$ cat src/rtl/terminal_input_sequence_parser_unit_defines.svh
// Assertion macros shared by the terminal input sequence parser RTL.
`ifndef TERMINAL_INPUT_SEQUENCE_PARSER_UNIT_DEFINES_SVH
`define TERMINAL_INPUT_SEQUENCE_PARSER_UNIT_DEFINES_SVH
`ifndef SYNTHESIS
// Property that must hold at every clock edge outside reset.
`define TISP_ASSERT(lbl, clk, rst, prop, msg) \
  lbl: assert property (@(posedge clk) disable iff (rst) (prop)) else $error(msg);
// Condition that, when seen, must be followed by a consequence in the next cycle.
`define TISP_ASSERT_NEXT(lbl, clk, rst, ante, cons, msg) \
  lbl: assert property (@(posedge clk) disable iff (rst) (ante) |=> (cons)) else $error(msg);
`else
`define TISP_ASSERT(lbl, clk, rst, prop, msg)
`define TISP_ASSERT_NEXT(lbl, clk, rst, ante, cons, msg)
`endif
`endif

$ cat src/rtl/tisp_pkg.sv
// Types and constants shared by the terminal input sequence parser.
package tisp_pkg;

  // Result status codes.
  localparam logic [2:0] ST_INCOMPLETE = 3'd0;
  localparam logic [2:0] ST_CONTROL    = 3'd1;
  localparam logic [2:0] ST_CHAR       = 3'd2;
  localparam logic [2:0] ST_UNKNOWN    = 3'd3;
  localparam logic [2:0] ST_EVENT      = 3'd4;

  // Event kinds.
  localparam logic [1:0] EV_NONE   = 2'd0;
  localparam logic [1:0] EV_KEY    = 2'd1;
  localparam logic [1:0] EV_MOUSE  = 2'd2;
  localparam logic [1:0] EV_CURSOR = 2'd3;

  // Key codes.
  localparam logic [4:0] KEY_UP     = 5'd0;
  localparam logic [4:0] KEY_DOWN   = 5'd1;
  localparam logic [4:0] KEY_RIGHT  = 5'd2;
  localparam logic [4:0] KEY_LEFT   = 5'd3;
  localparam logic [4:0] KEY_HOME   = 5'd4;
  localparam logic [4:0] KEY_END    = 5'd5;
  localparam logic [4:0] KEY_INSERT = 5'd6;
  localparam logic [4:0] KEY_DELETE = 5'd7;
  localparam logic [4:0] KEY_PGUP   = 5'd8;
  localparam logic [4:0] KEY_PGDN   = 5'd9;
  localparam logic [4:0] KEY_F1     = 5'd10;
  localparam logic [4:0] KEY_F2     = 5'd11;
  localparam logic [4:0] KEY_F3     = 5'd12;
  localparam logic [4:0] KEY_F4     = 5'd13;
  localparam logic [4:0] KEY_F5     = 5'd14;
  localparam logic [4:0] KEY_F6     = 5'd15;
  localparam logic [4:0] KEY_F7     = 5'd16;
  localparam logic [4:0] KEY_F8     = 5'd17;
  localparam logic [4:0] KEY_F9     = 5'd18;
  localparam logic [4:0] KEY_F10    = 5'd19;
  localparam logic [4:0] KEY_F11    = 5'd20;
  localparam logic [4:0] KEY_F12    = 5'd21;

  // Characters of interest in the byte stream.
  localparam logic [7:0] CH_ESC    = 8'h1B;
  localparam logic [7:0] CH_SPACE  = 8'h20;
  localparam logic [7:0] CH_DEL    = 8'h7F;
  localparam logic [7:0] CH_ZERO   = 8'h30;
  localparam logic [7:0] CH_ONE    = 8'h31;
  localparam logic [7:0] CH_SIX    = 8'h36;
  localparam logic [7:0] CH_NINE   = 8'h39;
  localparam logic [7:0] CH_SEMI   = 8'h3B;
  localparam logic [7:0] CH_UP     = 8'h41;
  localparam logic [7:0] CH_DOWN   = 8'h42;
  localparam logic [7:0] CH_RIGHT  = 8'h43;
  localparam logic [7:0] CH_LEFT   = 8'h44;
  localparam logic [7:0] CH_END    = 8'h46;
  localparam logic [7:0] CH_HOME   = 8'h48;
  localparam logic [7:0] CH_MOUSE  = 8'h4D;
  localparam logic [7:0] CH_SS3    = 8'h4F;
  localparam logic [7:0] CH_FKEY_P = 8'h50;
  localparam logic [7:0] CH_FKEY_S = 8'h53;
  localparam logic [7:0] CH_REPORT = 8'h52;
  localparam logic [7:0] CH_CSI    = 8'h5B;
  localparam logic [7:0] CH_TILDE  = 8'h7E;

  // UTF-8 lead and continuation masks.
  localparam logic [7:0] ASCII_MASK = 8'h80;
  localparam logic [7:0] LEAD2_MASK = 8'hE0;
  localparam logic [7:0] LEAD2_TAG  = 8'hC0;
  localparam logic [7:0] LEAD3_MASK = 8'hF0;
  localparam logic [7:0] LEAD3_TAG  = 8'hE0;
  localparam logic [7:0] LEAD4_MASK = 8'hF8;
  localparam logic [7:0] LEAD4_TAG  = 8'hF0;
  localparam logic [7:0] CONT_MASK  = 8'hC0;
  localparam logic [7:0] CONT_TAG   = 8'h80;

  // One result item.
  typedef struct packed {
    logic [2:0]  status;
    logic [1:0]  event_kind;
    logic [4:0]  key_code;
    logic [7:0]  mouse_button;
    logic [20:0] mouse_x;
    logic [20:0] mouse_y;
    logic [15:0] cursor_row;
    logic [15:0] cursor_col;
    logic [2:0]  char_length;
  } result_t;

endpackage

$ cat src/rtl/tisp_in_stage.sv
// Input register that holds one byte from the input stream until it is decoded.
module tisp_in_stage (
  input  logic       clk,
  input  logic       rst,
  input  logic       s_tvalid,
  output logic       s_tready,
  input  logic [7:0] s_tdata,
  input  logic       take,
  output logic       data_valid,
  output logic [7:0] data_q
);

  // The register is free when empty or when its byte is being decoded this cycle.
  assign s_tready = !data_valid || take;

  // Occupancy flag.
  always_ff @(posedge clk) begin
    if (rst) begin
      data_valid <= 1'b0;
    end else if (s_tvalid && s_tready) begin
      data_valid <= 1'b1;
    end else if (take) begin
      data_valid <= 1'b0;
    end
  end

  // Byte capture on each input transfer.
  always_ff @(posedge clk) begin
    if (s_tvalid && s_tready) begin
      data_q <= s_tdata;
    end
  end

endmodule

$ cat src/rtl/tisp_decoder.sv
// Sequence parser state and the per-byte decode logic.
`include "terminal_input_sequence_parser_unit_defines.svh"

module tisp_decoder #(
  parameter int MAX_SEQ_LEN = 16,
  parameter int NUM_WIDTH   = 16
) (
  input  logic               clk,
  input  logic               rst,
  input  logic               step,
  input  logic [7:0]         in_byte,
  output tisp_pkg::result_t  res
);

  localparam int CW = $clog2(MAX_SEQ_LEN + 1);

  // Parser phases.
  localparam logic [3:0] PH_IDLE  = 4'd0;
  localparam logic [3:0] PH_UTF8  = 4'd1;
  localparam logic [3:0] PH_ESC   = 4'd2;
  localparam logic [3:0] PH_SS3   = 4'd3;
  localparam logic [3:0] PH_CSI   = 4'd4;
  localparam logic [3:0] PH_KEY1  = 4'd5;
  localparam logic [3:0] PH_KEY2  = 4'd6;
  localparam logic [3:0] PH_ROW   = 4'd7;
  localparam logic [3:0] PH_COL   = 4'd8;
  localparam logic [3:0] PH_MCB   = 4'd9;
  localparam logic [3:0] PH_MCB_C = 4'd10;
  localparam logic [3:0] PH_MX    = 4'd11;
  localparam logic [3:0] PH_MX_C  = 4'd12;
  localparam logic [3:0] PH_MY    = 4'd13;
  localparam logic [3:0] PH_MY_C  = 4'd14;

  // Control state.
  logic [3:0]           phase, phase_next;
  logic [CW-1:0]        pending_count, pending_count_next;
  logic                 num_over, num_over_next;
  logic                 col_seen, col_seen_next;

  // Sequence payload state, always written before it is read.
  logic [1:0]           utf8_left, utf8_left_next;
  logic [2:0]           utf8_len, utf8_len_next;
  logic                 utf8_bad, utf8_bad_next;
  logic [2:0]           lead_digit, lead_digit_next;
  logic [3:0]           second_digit, second_digit_next;
  logic [7:0]           held_button, held_button_next;
  logic [20:0]          coord_accum, coord_accum_next;
  logic [20:0]          held_x, held_x_next;
  logic [NUM_WIDTH-1:0] row_accum, row_accum_next;
  logic [NUM_WIDTH-1:0] col_accum, col_accum_next;

  // Decode helpers.
  logic [CW:0]          count;
  logic                 lead_ok;
  logic [1:0]           lead_need;
  logic [6:0]           lead_val;
  logic [20:0]          cont_accum;
  logic                 cont_bad;
  logic                 cont_done;
  logic                 is_digit;
  logic [NUM_WIDTH:0]   row_add;
  logic [NUM_WIDTH:0]   col_add;
  logic                 do_row;

  // Multiply by ten and add a digit, saturating; the top bit flags overflow.
  function automatic logic [NUM_WIDTH:0] add_digit(input logic [NUM_WIDTH-1:0] acc,
                                                   input logic [3:0] d);
    logic [NUM_WIDTH+3:0] v;
    v = {1'b0, acc, 3'b000} + {3'b000, acc, 1'b0} + (NUM_WIDTH + 4)'(d);
    if (v[NUM_WIDTH+3:NUM_WIDTH] != 4'd0) begin
      return {1'b1, {NUM_WIDTH{1'b1}}};
    end
    return {1'b0, v[NUM_WIDTH-1:0]};
  endfunction

  // Second digit that forms a function key after a lead of one or two.
  function automatic logic fkey_ok(input logic [2:0] lead, input logic [3:0] d);
    logic ok;
    ok = 1'b0;
    if (lead == 3'd1) begin
      ok = (d >= 4'd1) && (d <= 4'd9) && (d != 4'd6);
    end else if (lead == 3'd2) begin
      ok = (d == 4'd0) || (d == 4'd1) || (d == 4'd3) || (d == 4'd4);
    end
    return ok;
  endfunction

  // Function key for a two-digit tilde sequence.
  function automatic logic [4:0] fkey_code(input logic [2:0] lead, input logic [3:0] d);
    logic [4:0] k;
    k = tisp_pkg::KEY_F1;
    if (lead == 3'd1) begin
      case (d)
        4'd2:    k = tisp_pkg::KEY_F2;
        4'd3:    k = tisp_pkg::KEY_F3;
        4'd4:    k = tisp_pkg::KEY_F4;
        4'd5:    k = tisp_pkg::KEY_F5;
        4'd7:    k = tisp_pkg::KEY_F6;
        4'd8:    k = tisp_pkg::KEY_F7;
        4'd9:    k = tisp_pkg::KEY_F8;
        default: k = tisp_pkg::KEY_F1;
      endcase
    end else begin
      case (d)
        4'd1:    k = tisp_pkg::KEY_F10;
        4'd3:    k = tisp_pkg::KEY_F11;
        4'd4:    k = tisp_pkg::KEY_F12;
        default: k = tisp_pkg::KEY_F9;
      endcase
    end
    return k;
  endfunction

  // Editing key for a single-digit tilde sequence.
  function automatic logic [4:0] tilde_code(input logic [2:0] lead);
    logic [4:0] k;
    case (lead)
      3'd2:    k = tisp_pkg::KEY_INSERT;
      3'd3:    k = tisp_pkg::KEY_DELETE;
      3'd4:    k = tisp_pkg::KEY_END;
      3'd5:    k = tisp_pkg::KEY_PGUP;
      3'd6:    k = tisp_pkg::KEY_PGDN;
      default: k = tisp_pkg::KEY_HOME;
    endcase
    return k;
  endfunction

  // Byte count of the pending sequence including this byte.
  assign count = {1'b0, pending_count} + {{CW{1'b0}}, 1'b1};

  // UTF-8 lead classification.
  always_comb begin
    lead_ok   = 1'b1;
    lead_need = 2'd0;
    lead_val  = in_byte[6:0];
    if ((in_byte & tisp_pkg::ASCII_MASK) == 8'h00) begin
      lead_need = 2'd0;
    end else if ((in_byte & tisp_pkg::LEAD2_MASK) == tisp_pkg::LEAD2_TAG) begin
      lead_need = 2'd1;
      lead_val  = {2'b00, in_byte[4:0]};
    end else if ((in_byte & tisp_pkg::LEAD3_MASK) == tisp_pkg::LEAD3_TAG) begin
      lead_need = 2'd2;
      lead_val  = {3'b000, in_byte[3:0]};
    end else if ((in_byte & tisp_pkg::LEAD4_MASK) == tisp_pkg::LEAD4_TAG) begin
      lead_need = 2'd3;
      lead_val  = {4'b0000, in_byte[2:0]};
    end else begin
      lead_ok = 1'b0;
    end
  end

  // Continuation byte handling and decimal digit steps.
  assign cont_accum = {coord_accum[14:0], in_byte[5:0]};
  assign cont_bad   = utf8_bad || ((in_byte & tisp_pkg::CONT_MASK) != tisp_pkg::CONT_TAG);
  assign cont_done  = (utf8_left == 2'd1);
  assign is_digit   = (in_byte >= tisp_pkg::CH_ZERO) && (in_byte <= tisp_pkg::CH_NINE);
  assign row_add    = add_digit(row_accum, in_byte[3:0]);
  assign col_add    = add_digit(col_accum, in_byte[3:0]);

  // Next state and result for the byte in the input register.
  always_comb begin
    phase_next         = phase;
    pending_count_next = pending_count;
    num_over_next      = num_over;
    col_seen_next      = col_seen;
    utf8_left_next     = utf8_left;
    utf8_len_next      = utf8_len;
    utf8_bad_next      = utf8_bad;
    lead_digit_next    = lead_digit;
    second_digit_next  = second_digit;
    held_button_next   = held_button;
    coord_accum_next   = coord_accum;
    held_x_next        = held_x;
    row_accum_next     = row_accum;
    col_accum_next     = col_accum;
    do_row             = 1'b0;
    res                = '0;
    res.status         = tisp_pkg::ST_INCOMPLETE;

    unique case (phase) inside
      PH_IDLE: begin
        if (in_byte == tisp_pkg::CH_ESC) begin
          phase_next = PH_ESC;
        end else if (in_byte < tisp_pkg::CH_SPACE || in_byte == tisp_pkg::CH_DEL) begin
          res.status = tisp_pkg::ST_CONTROL;
        end else if (!lead_ok) begin
          res.status = tisp_pkg::ST_UNKNOWN;
        end else if (lead_need == 2'd0) begin
          res.status      = tisp_pkg::ST_CHAR;
          res.char_length = 3'd1;
        end else begin
          phase_next       = PH_UTF8;
          coord_accum_next = 21'(lead_val);
          utf8_left_next   = lead_need;
          utf8_len_next    = {1'b0, lead_need} + 3'd1;
          utf8_bad_next    = 1'b0;
        end
      end
      PH_UTF8, PH_MCB_C: begin
        // A multi-byte button byte ends the mouse report as a character, or as unknown if malformed.
        coord_accum_next = cont_accum;
        utf8_left_next   = utf8_left - 2'd1;
        utf8_bad_next    = cont_bad;
        if (cont_done) begin
          if (cont_bad) begin
            res.status = tisp_pkg::ST_UNKNOWN;
          end else begin
            res.status      = tisp_pkg::ST_CHAR;
            res.char_length = utf8_len;
          end
        end
      end
      PH_ESC: begin
        if (in_byte == tisp_pkg::CH_CSI) begin
          phase_next = PH_CSI;
        end else if (in_byte == tisp_pkg::CH_SS3) begin
          phase_next = PH_SS3;
        end else begin
          res.status = tisp_pkg::ST_UNKNOWN;
        end
      end
      PH_SS3: begin
        if (in_byte >= tisp_pkg::CH_FKEY_P && in_byte <= tisp_pkg::CH_FKEY_S) begin
          res.status     = tisp_pkg::ST_EVENT;
          res.event_kind = tisp_pkg::EV_KEY;
          res.key_code   = tisp_pkg::KEY_F1 + 5'(in_byte - tisp_pkg::CH_FKEY_P);
        end else begin
          res.status = tisp_pkg::ST_UNKNOWN;
        end
      end
      PH_CSI: begin
        res.event_kind = tisp_pkg::EV_KEY;
        res.status     = tisp_pkg::ST_EVENT;
        case (in_byte)
          tisp_pkg::CH_UP:    res.key_code = tisp_pkg::KEY_UP;
          tisp_pkg::CH_DOWN:  res.key_code = tisp_pkg::KEY_DOWN;
          tisp_pkg::CH_RIGHT: res.key_code = tisp_pkg::KEY_RIGHT;
          tisp_pkg::CH_LEFT:  res.key_code = tisp_pkg::KEY_LEFT;
          tisp_pkg::CH_HOME:  res.key_code = tisp_pkg::KEY_HOME;
          tisp_pkg::CH_END:   res.key_code = tisp_pkg::KEY_END;
          default: begin
            res.event_kind = tisp_pkg::EV_NONE;
            res.status     = tisp_pkg::ST_INCOMPLETE;
            if (in_byte == tisp_pkg::CH_MOUSE) begin
              phase_next = PH_MCB;
            end else if (in_byte >= tisp_pkg::CH_ONE && in_byte <= tisp_pkg::CH_SIX) begin
              // A row led by zero or seven to nine is not taken here.
              lead_digit_next = in_byte[2:0];
              row_accum_next  = NUM_WIDTH'(in_byte[3:0]);
              phase_next      = PH_KEY1;
            end else begin
              res.status = tisp_pkg::ST_UNKNOWN;
            end
          end
        endcase
      end
      PH_KEY1: begin
        if (in_byte == tisp_pkg::CH_TILDE) begin
          res.status     = tisp_pkg::ST_EVENT;
          res.event_kind = tisp_pkg::EV_KEY;
          res.key_code   = tilde_code(lead_digit);
        end else if (is_digit && fkey_ok(lead_digit, in_byte[3:0])) begin
          second_digit_next = in_byte[3:0];
          row_accum_next    = row_add[NUM_WIDTH-1:0];
          num_over_next     = num_over || row_add[NUM_WIDTH];
          phase_next        = PH_KEY2;
        end else begin
          do_row = 1'b1;
        end
      end
      PH_KEY2: begin
        if (in_byte == tisp_pkg::CH_TILDE) begin
          res.status     = tisp_pkg::ST_EVENT;
          res.event_kind = tisp_pkg::EV_KEY;
          res.key_code   = fkey_code(lead_digit, second_digit);
        end else begin
          do_row = 1'b1;
        end
      end
      PH_ROW: begin
        do_row = 1'b1;
      end
      PH_COL: begin
        if (in_byte == tisp_pkg::CH_REPORT) begin
          if (!col_seen || num_over) begin
            res.status = tisp_pkg::ST_UNKNOWN;
          end else begin
            res.status     = tisp_pkg::ST_EVENT;
            res.event_kind = tisp_pkg::EV_CURSOR;
            res.cursor_row = 16'(row_accum);
            res.cursor_col = 16'(col_accum);
          end
        end else if (is_digit) begin
          col_accum_next = col_add[NUM_WIDTH-1:0];
          num_over_next  = num_over || col_add[NUM_WIDTH];
          col_seen_next  = 1'b1;
        end else begin
          res.status = tisp_pkg::ST_UNKNOWN;
        end
      end
      PH_MCB: begin
        held_button_next = in_byte;
        if (!lead_ok) begin
          res.status = tisp_pkg::ST_UNKNOWN;
        end else begin
          coord_accum_next = 21'(lead_val);
          utf8_left_next   = lead_need;
          utf8_len_next    = {1'b0, lead_need} + 3'd1;
          utf8_bad_next    = 1'b0;
          phase_next       = (lead_need == 2'd0) ? PH_MX : PH_MCB_C;
        end
      end
      PH_MX, PH_MY: begin
        if (!lead_ok) begin
          res.status = tisp_pkg::ST_UNKNOWN;
        end else begin
          coord_accum_next = 21'(lead_val);
          utf8_left_next   = lead_need;
          utf8_len_next    = {1'b0, lead_need} + 3'd1;
          utf8_bad_next    = 1'b0;
          if (lead_need != 2'd0) begin
            phase_next = (phase == PH_MX) ? PH_MX_C : PH_MY_C;
          end else if (phase == PH_MX) begin
            held_x_next = 21'(lead_val);
            phase_next  = PH_MY;
          end else begin
            res.status       = tisp_pkg::ST_EVENT;
            res.event_kind   = tisp_pkg::EV_MOUSE;
            res.mouse_button = held_button;
            res.mouse_x      = held_x;
            res.mouse_y      = 21'(lead_val);
          end
        end
      end
      PH_MX_C, PH_MY_C: begin
        coord_accum_next = cont_accum;
        utf8_left_next   = utf8_left - 2'd1;
        utf8_bad_next    = cont_bad;
        if (cont_done) begin
          if (cont_bad) begin
            res.status = tisp_pkg::ST_UNKNOWN;
          end else if (phase == PH_MX_C) begin
            held_x_next = cont_accum;
            phase_next  = PH_MY;
          end else begin
            res.status       = tisp_pkg::ST_EVENT;
            res.event_kind   = tisp_pkg::EV_MOUSE;
            res.mouse_button = held_button;
            res.mouse_x      = held_x;
            res.mouse_y      = cont_accum;
          end
        end
      end
      default: begin
        res.status = tisp_pkg::ST_UNKNOWN;
      end
    endcase

    // Shared handling of a cursor row byte after its first digit.
    if (do_row) begin
      if (in_byte == tisp_pkg::CH_SEMI) begin
        phase_next     = PH_COL;
        col_accum_next = '0;
        col_seen_next  = 1'b0;
      end else if (is_digit) begin
        row_accum_next = row_add[NUM_WIDTH-1:0];
        num_over_next  = num_over || row_add[NUM_WIDTH];
        phase_next     = PH_ROW;
      end else begin
        res.status = tisp_pkg::ST_UNKNOWN;
      end
    end

    // An over-long sequence is unknown whatever it held.
    if (count > (CW + 1)'(MAX_SEQ_LEN)) begin
      res        = '0;
      res.status = tisp_pkg::ST_UNKNOWN;
    end

    // Any final status drops the pending sequence.
    if (res.status != tisp_pkg::ST_INCOMPLETE) begin
      phase_next         = PH_IDLE;
      pending_count_next = '0;
      num_over_next      = 1'b0;
      col_seen_next      = 1'b0;
    end else begin
      pending_count_next = count[CW-1:0];
    end
  end

  // Control state registers.
  always_ff @(posedge clk) begin
    if (rst) begin
      phase         <= PH_IDLE;
      pending_count <= '0;
      num_over      <= 1'b0;
      col_seen      <= 1'b0;
    end else if (step) begin
      phase         <= phase_next;
      pending_count <= pending_count_next;
      num_over      <= num_over_next;
      col_seen      <= col_seen_next;
    end
  end

  // Payload state registers.
  always_ff @(posedge clk) begin
    if (step) begin
      utf8_left    <= utf8_left_next;
      utf8_len     <= utf8_len_next;
      utf8_bad     <= utf8_bad_next;
      lead_digit   <= lead_digit_next;
      second_digit <= second_digit_next;
      held_button  <= held_button_next;
      coord_accum  <= coord_accum_next;
      held_x       <= held_x_next;
      row_accum    <= row_accum_next;
      col_accum    <= col_accum_next;
    end
  end

  // Checks on the parser.
  `TISP_ASSERT_NEXT(a_clear_after_result, clk, rst, step && res.status != tisp_pkg::ST_INCOMPLETE, phase == PH_IDLE && pending_count == '0, "sequence not cleared after a final status")
  `TISP_ASSERT_NEXT(a_count_steps, clk, rst, step && res.status == tisp_pkg::ST_INCOMPLETE, pending_count == $past(pending_count) + 1'b1, "pending count did not advance")
  `TISP_ASSERT(a_event_kind, clk, rst, !step || ((res.status == tisp_pkg::ST_EVENT) == (res.event_kind != tisp_pkg::EV_NONE)), "event kind disagrees with status")
  `TISP_ASSERT(a_char_length, clk, rst, !step || ((res.status == tisp_pkg::ST_CHAR) == (res.char_length != 3'd0)), "character length disagrees with status")

endmodule

$ cat src/rtl/tisp_out_stage.sv
// Result register that holds one decoded result until the receiver takes it.
module tisp_out_stage (
  input  logic              clk,
  input  logic              rst,
  input  logic              load,
  input  tisp_pkg::result_t res_in,
  input  logic              m_tready,
  output logic              m_tvalid,
  output tisp_pkg::result_t res_q,
  output logic              room
);

  // A new result may enter when the register is empty or being emptied.
  assign room = !m_tvalid || m_tready;

  // Occupancy flag.
  always_ff @(posedge clk) begin
    if (rst) begin
      m_tvalid <= 1'b0;
    end else if (load) begin
      m_tvalid <= 1'b1;
    end else if (m_tready) begin
      m_tvalid <= 1'b0;
    end
  end

  // Result capture.
  always_ff @(posedge clk) begin
    if (load) begin
      res_q <= res_in;
    end
  end

endmodule

$ cat src/rtl/terminal_input_sequence_parser_unit.sv
// Top level of the terminal input sequence parser.
//
// Raw terminal bytes enter on the s_ stream, one byte per transfer. For every
// byte exactly one result leaves on the m_ stream: incomplete, control byte,
// UTF-8 character, unknown, or a decoded key, mouse or cursor report event.
// The status and event kind travel in m_tuser, all other result fields in
// m_tdata.
// A byte accepted into the input register is decoded into the result register
// once that register has room, and its result is then offered on the m_ stream.
// Throughput: one byte per cycle while results are taken, set by the parser
// state register update between the input register and the result register.
// The input register takes a new byte while a finished result still waits.
// When the receiver stalls, the result register holds its transfer, one more
// byte waits in the input register and s_tready then falls.
// Synchronous reset empties both registers and returns the parser to idle
// with no pending sequence; no clearing pass is needed.
module terminal_input_sequence_parser_unit #(
  parameter int MAX_SEQ_LEN = 16,
  parameter int NUM_WIDTH   = 16
) (
  input  logic        clk,
  input  logic        rst,
  input  logic        s_tvalid,
  output logic        s_tready,
  input  logic [7:0]  s_tdata,   // in_byte[7:0]
  output logic        m_tvalid,
  input  logic        m_tready,
  output logic [95:0] m_tdata,   // key_code[4:0], mouse_button[12:5], mouse_x[33:13],
                                 // mouse_y[54:34], cursor_row[70:55], cursor_col[86:71],
                                 // char_length[89:87], zero[95:90]
  output logic [4:0]  m_tuser    // status[2:0], event_kind[4:3]
);

  logic              data_valid;
  logic [7:0]        data_q;
  logic              room;
  logic              step;
  tisp_pkg::result_t res;
  tisp_pkg::result_t res_q;

  // A byte is decoded when it is held and the result register has room.
  assign step = data_valid && room;

  tisp_in_stage u_in_stage (
    .clk        (clk),
    .rst        (rst),
    .s_tvalid   (s_tvalid),
    .s_tready   (s_tready),
    .s_tdata    (s_tdata),
    .take       (step),
    .data_valid (data_valid),
    .data_q     (data_q)
  );

  tisp_decoder #(
    .MAX_SEQ_LEN (MAX_SEQ_LEN),
    .NUM_WIDTH   (NUM_WIDTH)
  ) u_decoder (
    .clk     (clk),
    .rst     (rst),
    .step    (step),
    .in_byte (data_q),
    .res     (res)
  );

  tisp_out_stage u_out_stage (
    .clk      (clk),
    .rst      (rst),
    .load     (step),
    .res_in   (res),
    .m_tready (m_tready),
    .m_tvalid (m_tvalid),
    .res_q    (res_q),
    .room     (room)
  );

  // Result packing onto the output stream.
  assign m_tdata = {6'b000000, res_q.char_length, res_q.cursor_col, res_q.cursor_row,
                    res_q.mouse_y, res_q.mouse_x, res_q.mouse_button, res_q.key_code};
  assign m_tuser = {res_q.event_kind, res_q.status};

endmodule
$ cat config.mk
export PLATFORM = sky130hd
export DESIGN_NAME = terminal_input_sequence_parser_unit
export DESIGN_NICKNAME = d
export VERILOG_FILES = /design/src/rtl/tisp_pkg.sv /design/src/rtl/tisp_in_stage.sv /design/src/rtl/tisp_decoder.sv /design/src/rtl/tisp_out_stage.sv /design/src/rtl/terminal_input_sequence_parser_unit.sv
export VERILOG_INCLUDE_DIRS = /design/src /design/src/rtl
export SDC_FILE = /design/constraint.sdc
export NUM_CORES = 1
export LEC_CHECK = 0
export ABC_AREA = 1
export BUFFER_PORTS_ARGS = -buffer_cell sky130_fd_sc_hd__buf_2
export CAP_MARGIN = 0
export CORE_ASPECT_RATIO = 0.9
export CORE_MARGIN = 1.5
export CORE_UTILIZATION = 45
export CTS_CLUSTER_DIAMETER = 30
export DETAILED_ROUTE_END_ITERATION = 8
export GPL_ROUTABILITY_DRIVEN = 0
export GPL_TIMING_DRIVEN = 0
export SLEW_MARGIN = 20
export SYNTH_ARGS = -nofsm -noshare
export SYNTH_HDL_FRONTEND = slang
export SYNTH_SLANG_ARGS = --single-unit
export TNS_END_PERCENT = 1
$ cat constraint.sdc
create_clock -name clk -period 10.5 [get_ports clk]
set_input_delay 2.625 -clock clk [delete_from_list [all_inputs] [get_ports clk]]
set_output_delay 2.625 -clock clk [all_outputs]
set_load 0.03 [all_outputs]
Word-level counts from Yosys, hierarchy flattened
Index checks and enable logic that the tools add are counted.
{"block": "totals", "elab_cells": 333, "register_bits": 205, "out_inout_bits": 103, "in_bits": 12}
{"block": "classes", "reduce_logical": 47, "n_bitwise": 5, "magnitude_cmp": 10, "n_addsub": 9, "muxes": 174, "n_eq_ne": 62}
{"cell": "$mux 50", "count": 6}
{"cell": "$mux 16", "count": 13}
{"cell": "$mux 21", "count": 6}
{"cell": "$pmux 50 s2", "count": 1}
{"cell": "$eq 8x7->1 const B", "count": 12}
{"cell": "$mux 32", "count": 3}
{"cell": "$mux 95", "count": 1}
{"cell": "$mux 4", "count": 22}
{"cell": "$mux 15", "count": 5}
{"cell": "$mux 3", "count": 24}
{"cell": "$mux 17", "count": 4}
{"cell": "$pmux 15 s3", "count": 1}
{"cell": "$pmux 21 s2", "count": 1}
{"cell": "$add 19x17->20", "count": 2}
{"cell": "$add 20x4->20", "count": 2}
{"cell": "$eq 4x4->1 const B", "count": 10}
{"cell": "$mux 1", "count": 39}
{"cell": "$mux 2", "count": 19}
{"cell": "$pmux 3 s12", "count": 1}
{"cell": "$mux 5", "count": 7}
{"cell": "$pmux 5 s7", "count": 1}
{"cell": "$eq 4x3->1 const B", "count": 8}
{"cell": "$pmux 16 s2", "count": 1}
{"cell": "$mux 7", "count": 4}
{"cell": "56 further kinds", "count": 114}

Longest topological paths before layout
{"block": "depth", "word_depth": 17, "mapped_depth": 23, "mapped_depth_nobuf": 23}

Cells and area by module
A second synthesis with hierarchy kept.
{"block": "unflattened", "cells_unflattened": 1321, "area_unflattened_um2": 11713.7}
{"module": "tisp_decoder", "seq_area_each_um2": 2892.8, "instances": 1, "area_per_inst_um2": 8474.4, "cells_per_inst": 1198}
{"module": "tisp_out_stage", "seq_area_each_um2": 2872.8, "instances": 1, "area_per_inst_um2": 2895.3, "cells_per_inst": 100}
{"module": "tisp_in_stage", "seq_area_each_um2": 260.2, "instances": 1, "area_per_inst_um2": 287.8, "cells_per_inst": 14}
{"module": "terminal_input_sequence_parser_unit", "seq_area_each_um2": 0.0, "instances": 1, "area_per_inst_um2": 56.3, "cells_per_inst": 9}

Worst setup path after synthesis
Ideal clock, no wire load.
{"block": "synth_timing", "path_type": "input port to flip-flop", "start": "input m_tready", "end": "register u_decoder.held_x[0], enable pin", "stages": 6, "path_slack_ps": 1541, "path_buffers": 0, "t_arrival_ps": 8444, "cell_sequence": "inv_1 nand2_1 nand2_1 clkinv_1 o21ai_0 a2111oi_0"}
{"block": "synth_between", "elab_chain_cells": 3}
{"item": "from (decl)", "line_no": "terminal_input_sequence_parser_unit.sv:27", "rtl": "input logic m_tready,"}
{"item": "$logic_or 1x1->1", "line_no": "tisp_out_stage.sv:14", "rtl": "assign room = !m_tvalid || m_tready;"}
{"item": "$logic_and 1x1->1", "line_no": "terminal_input_sequence_parser_unit.sv:42", "rtl": "assign step = data_valid && room;"}
{"item": "via step", "line_no": "terminal_input_sequence_parser_unit.sv:37", "rtl": "logic step;"}
{"item": "$reduce_and 8->1 (no line)"}
{"item": "to (signal assigned)", "line_no": "tisp_decoder.sv:416", "rtl": "held_x <= held_x_next;"}
{"item": "to (decl)", "line_no": "tisp_decoder.sv:48", "rtl": "logic [20:0] held_x, held_x_next;"}
The timed path passes the listed nets, and every way through them passes these cells.
A chain may end at the register's enable or synchronous reset.

Final worst setup path
{"block": "layout_timing", "start": "input m_tready", "end": "output s_tready"}
{"block": "layout_between", "elab_chain_cells": 3}
{"item": "$logic_or 1x1->1", "line_no": "tisp_out_stage.sv:14"}
{"item": "$logic_and 1x1->1", "line_no": "terminal_input_sequence_parser_unit.sv:42"}
{"item": "$logic_or 1x1->1", "line_no": "tisp_in_stage.sv:14", "rtl": "assign s_tready = !data_valid || take;"}
{"item": "to (decl)", "line_no": "terminal_input_sequence_parser_unit.sv:24", "rtl": "output logic s_tready,"}
Every way passes these cells.

==> results.txt <==
The run finished with clean final reports. The first global-routing pass estimated 45.0 mm of wire. The detail route stage leaves a number of antenna-violating nets equal to 0. The final route contains 9336 vias. CTS placed an instance of sky130_fd_sc_hd__clkbuf_16 at the clock tree root. The static leakage is 6.49 nW.

Including well taps, the total number of placed cells is 1785. After layout, the design draws a total of 2.42 mW. Summed over all failing endpoints, the final setup total negative slack is 0 ps. The post-CTS repair timing setup buffer count came out at 0. By count the netlist is led by 311 x sky130_fd_sc_hd__nand2_1, 206 x sky130_fd_sc_hd__inv_1, 192 x sky130_fd_sc_hd__edfxtp_1.

The aggregate global routing overflow came out at 0. The worst-case reg-to-reg path depth is 19. The number of vias per cell came out at 5.01. The number of sinks on the clock net came out at 205. The die height came out at 156 µm.

The number of CTS-inserted buffers is 43. The initial antenna violation count is 0. For this design the ratio of total power to cell area is 170 nW/µm². The count of standard-cell rows came out at 55. The total count of max-transition violations in the final report is 0. Synthesis produced a netlist whose cell count is 1324.

The mean routed wirelength per cell is 14.8 µm. The total wirelength of the detailed-routed design is 27.5 mm. The launching element type of the critical path is a primary input. The floorplan die width came out at 173 µm. The hold violation count in the final report came to 0. The cell type with the largest total area after synthesis is sky130_fd_sc_hd__edfxtp_1. Among all flip-flop cells after synthesis, the most frequent one is sky130_fd_sc_hd__edfxtp_1. The total standard cell area after synthesis came out at 11800 µm². From synthesis to final layout, the design area changed by 21.2%. The share of the clock period used by the worst path after layout is 54.2%. The detailed router's first-iteration violation count is 696. The hold-fix buffer count after cts came out at 0. The fraction of layout cells with a size suffix above 1 came out at 16.1%.

The largest stage delay on the critical path is 200 ps. The via count of the first global-routing pass came to 8881. The clock skew after layout is 29.9 ps. Post-CTS repair changed the size of 0 cells. The cell with the most instances on the worst path is sky130_fd_sc_hd__buf_2.

The worst setup path is of the in -> out kind. The async set or reset register ratio after synthesis is 0%. The total global routing track utilization came out at 20.7%. The filler cell count came out at 2317. Measured on the finished design, the core utilization comes to 56.1%. The highest ir drop seen on vdd came out at 0.000116 V. The clock insertion delay at the later pin of the skew report came out at 540 ps.

In the routed design, unresolved DRC markers number 0. Setup repair after global routing left no endpoint under its margin. The repair_antennas step left the layout with diodes totalling 0.

For the worst setup path, the data required time is 7880 ps. The worst path in the final design needs a cycle of 5700 ps, including I/O delays and setup. The distinct cell type count after synthesis came out at 57. The maximum clock frequency is 176 MHz. The max-slew headroom at the worst pin is 49.5%. The critical path goes through buf_2 > inv_1 > nand3_1 > buf_2. The die area came out at 27100 µm².

Entering global routing, the biggest net connects 86 pins. Summed over all nets, the half-perimeter wirelength after detailed placement is 20.6 mm. At the pin with the least slew margin, the transition time is 757 ps. The category of the worst setup path capture point is a primary output. For this run, the number of Yosys warnings is 0.

The worst hold path cell count came out at 2. The highest-delay cell along the critical path is sky130_fd_sc_hd__buf_2. The clock-pin slew of the registers on the worst-case setup and hold paths is 40 ps.

CTS built an H-tree with a depth of 2. Sequential elements use 51.3% of the synthesized area. The number of enable-type register cells in the synthesized netlist came out at 192.

The setup slack after layout came out at 4800 ps. The most frequently used cell type in the post-synthesis netlist is sky130_fd_sc_hd__nand2_1. The I/O pin count came out at 115. The initial standard-cell utilization of the core is 46.3%. The number of buffers on the longest clock path is 3. TritonCTS built the clock tree.

OpenSTA, run right after detailed placement, puts the worst setup slack at 4800 ps. In this run the worst hold path is classified as reg -> reg. The post-synthesis register bit count came out at 205. The mean cell area of the mapped netlist came out at 8.88 µm².

Ranked by total cell area, the synthesized netlist is headed by sky130_fd_sc_hd__edfxtp_1 49%, sky130_fd_sc_hd__nand2_1 9.9%, sky130_fd_sc_hd__ha_1 7.1%. The final setup violation count is 0. The count of placed standard cells in the final layout, fillers left out came out at 1862.

The number of max-cap violations came out at 0. The number of I/O port buffers came out at 108. After floorplanning, the core was sized to cover 25400 µm².

The final net count is 1571. The data arrival time of the worst path is 3070 ps. The first-pass detailed-route iteration total is 7. Of all nets on the critical path, the largest fanout is 3. The top cell type's share of synthesized area is 49.1%.
-- layout make-up --
cell class | instances | area, µm² | share of cell area, %
Clock buffer | 44 | 1080 | 7.58
Clock inverter | 33 | 348 | 2.44
Inverter | 217 | 820 | 5.75
Timing Repair Buffer | 114 | 602 | 4.22
Buffer | 37 | 220 | 1.55
Multi-Input combinational cell | 870 | 4720 | 33.2
Tap cell | 342 | 428 | 3.00
Sequential cell | 205 | 6030 | 42.3
-- worst max-delay path: cells and delay by family --
family	cells	cell delay, ps
buf+inv	3	350
simple gates	1	100
-- metrics by stage --
step           cell area (µm²)  hold slack (ps)
3_5_place_dp             12800              475
3_3_place_gp             12700              462
2_1_floorplan            11800              451
4_1_cts                  14200              483
5_1_grt                  14200              488
6_report                 14200              483
-- path summary, 6_finish.rpt --
kind / from / endpoint / slack, ps
setup / recovery: m_tready / s_tready / 4800
hold / removal: u_decoder.num_over / u_decoder.num_over / 480
setup reg to reg: u_in_stage.data_q[2] / u_decoder.col_accum[13] / 6660
hold reg to reg: u_decoder.num_over / u_decoder.num_over / 480
-- routing by layer --
layer	vias to the layer above	wire length [µm]	global-route usage (%)	share of wire, %
met4	0	408	5.71	1.5
met2	291	11600	31.2	42
li1	4732	-	-	-
met5	-	0	0	0
met3	34	1720	3.60	6.2
met1	4279	13700	30.6	50
-- report_power, final --
| group | switching (mW) | total [mW] | internal (mW) |
|---|---|---|---|
| clock | 0.448 | 1.30 | 0.856 |
| sequential | 0.0149 | 0.931 | 0.916 |
| combinational | 0.129 | 0.186 | 0.0571 |
| total | 0.592 | 2.42 | 1.83 |
-- flip-flops by register name (all words and copies together), names as in the netlist, 2 cells and up --
register / cells
u_decoder.col_accum: 16
u_decoder.coord_accum: 15
u_decoder.held_button: 8
u_decoder.held_x: 21
u_decoder.lead_digit: 3
u_decoder.pending_count: 5
u_decoder.phase: 4
u_decoder.row_accum: 16
u_decoder.second_digit: 4
u_decoder.utf8_left: 2
u_decoder.utf8_len: 3
u_in_stage.data_q: 8
u_out_stage.res_q: 95
-- cell usage in the layout, fill, tap and decap left out, types with 15 or more instances in the layout --
cell	count
sky130_fd_sc_hd__a21oi_1	60
sky130_fd_sc_hd__buf_2	120
sky130_fd_sc_hd__clkbuf_1	15
sky130_fd_sc_hd__clkbuf_16	43
sky130_fd_sc_hd__edfxtp_1	192
sky130_fd_sc_hd__ha_1	67
sky130_fd_sc_hd__inv_1	206
sky130_fd_sc_hd__nand2_1	311
sky130_fd_sc_hd__nand3_1	49
sky130_fd_sc_hd__nor2_1	188
sky130_fd_sc_hd__o21ai_0	37
sky130_fd_sc_hd__o221ai_1	15
-- kinds of logic (layout without fill, tap and decap cells) --
logic type	after synthesis	after routing	share of synthesized area (%)
other	1	6	0.0319
flip-flops	205	205	51.3
adder cells (fa/ha/maj)	71	71	7.82
AND/OR/NAND/NOR	601	601	21.2
XOR/XNOR	24	24	1.79
buffers and inverters	254	445	8.81
AO/OA/AOI/OAI	168	168	9.04
Power figures use the tool's default switching activity.
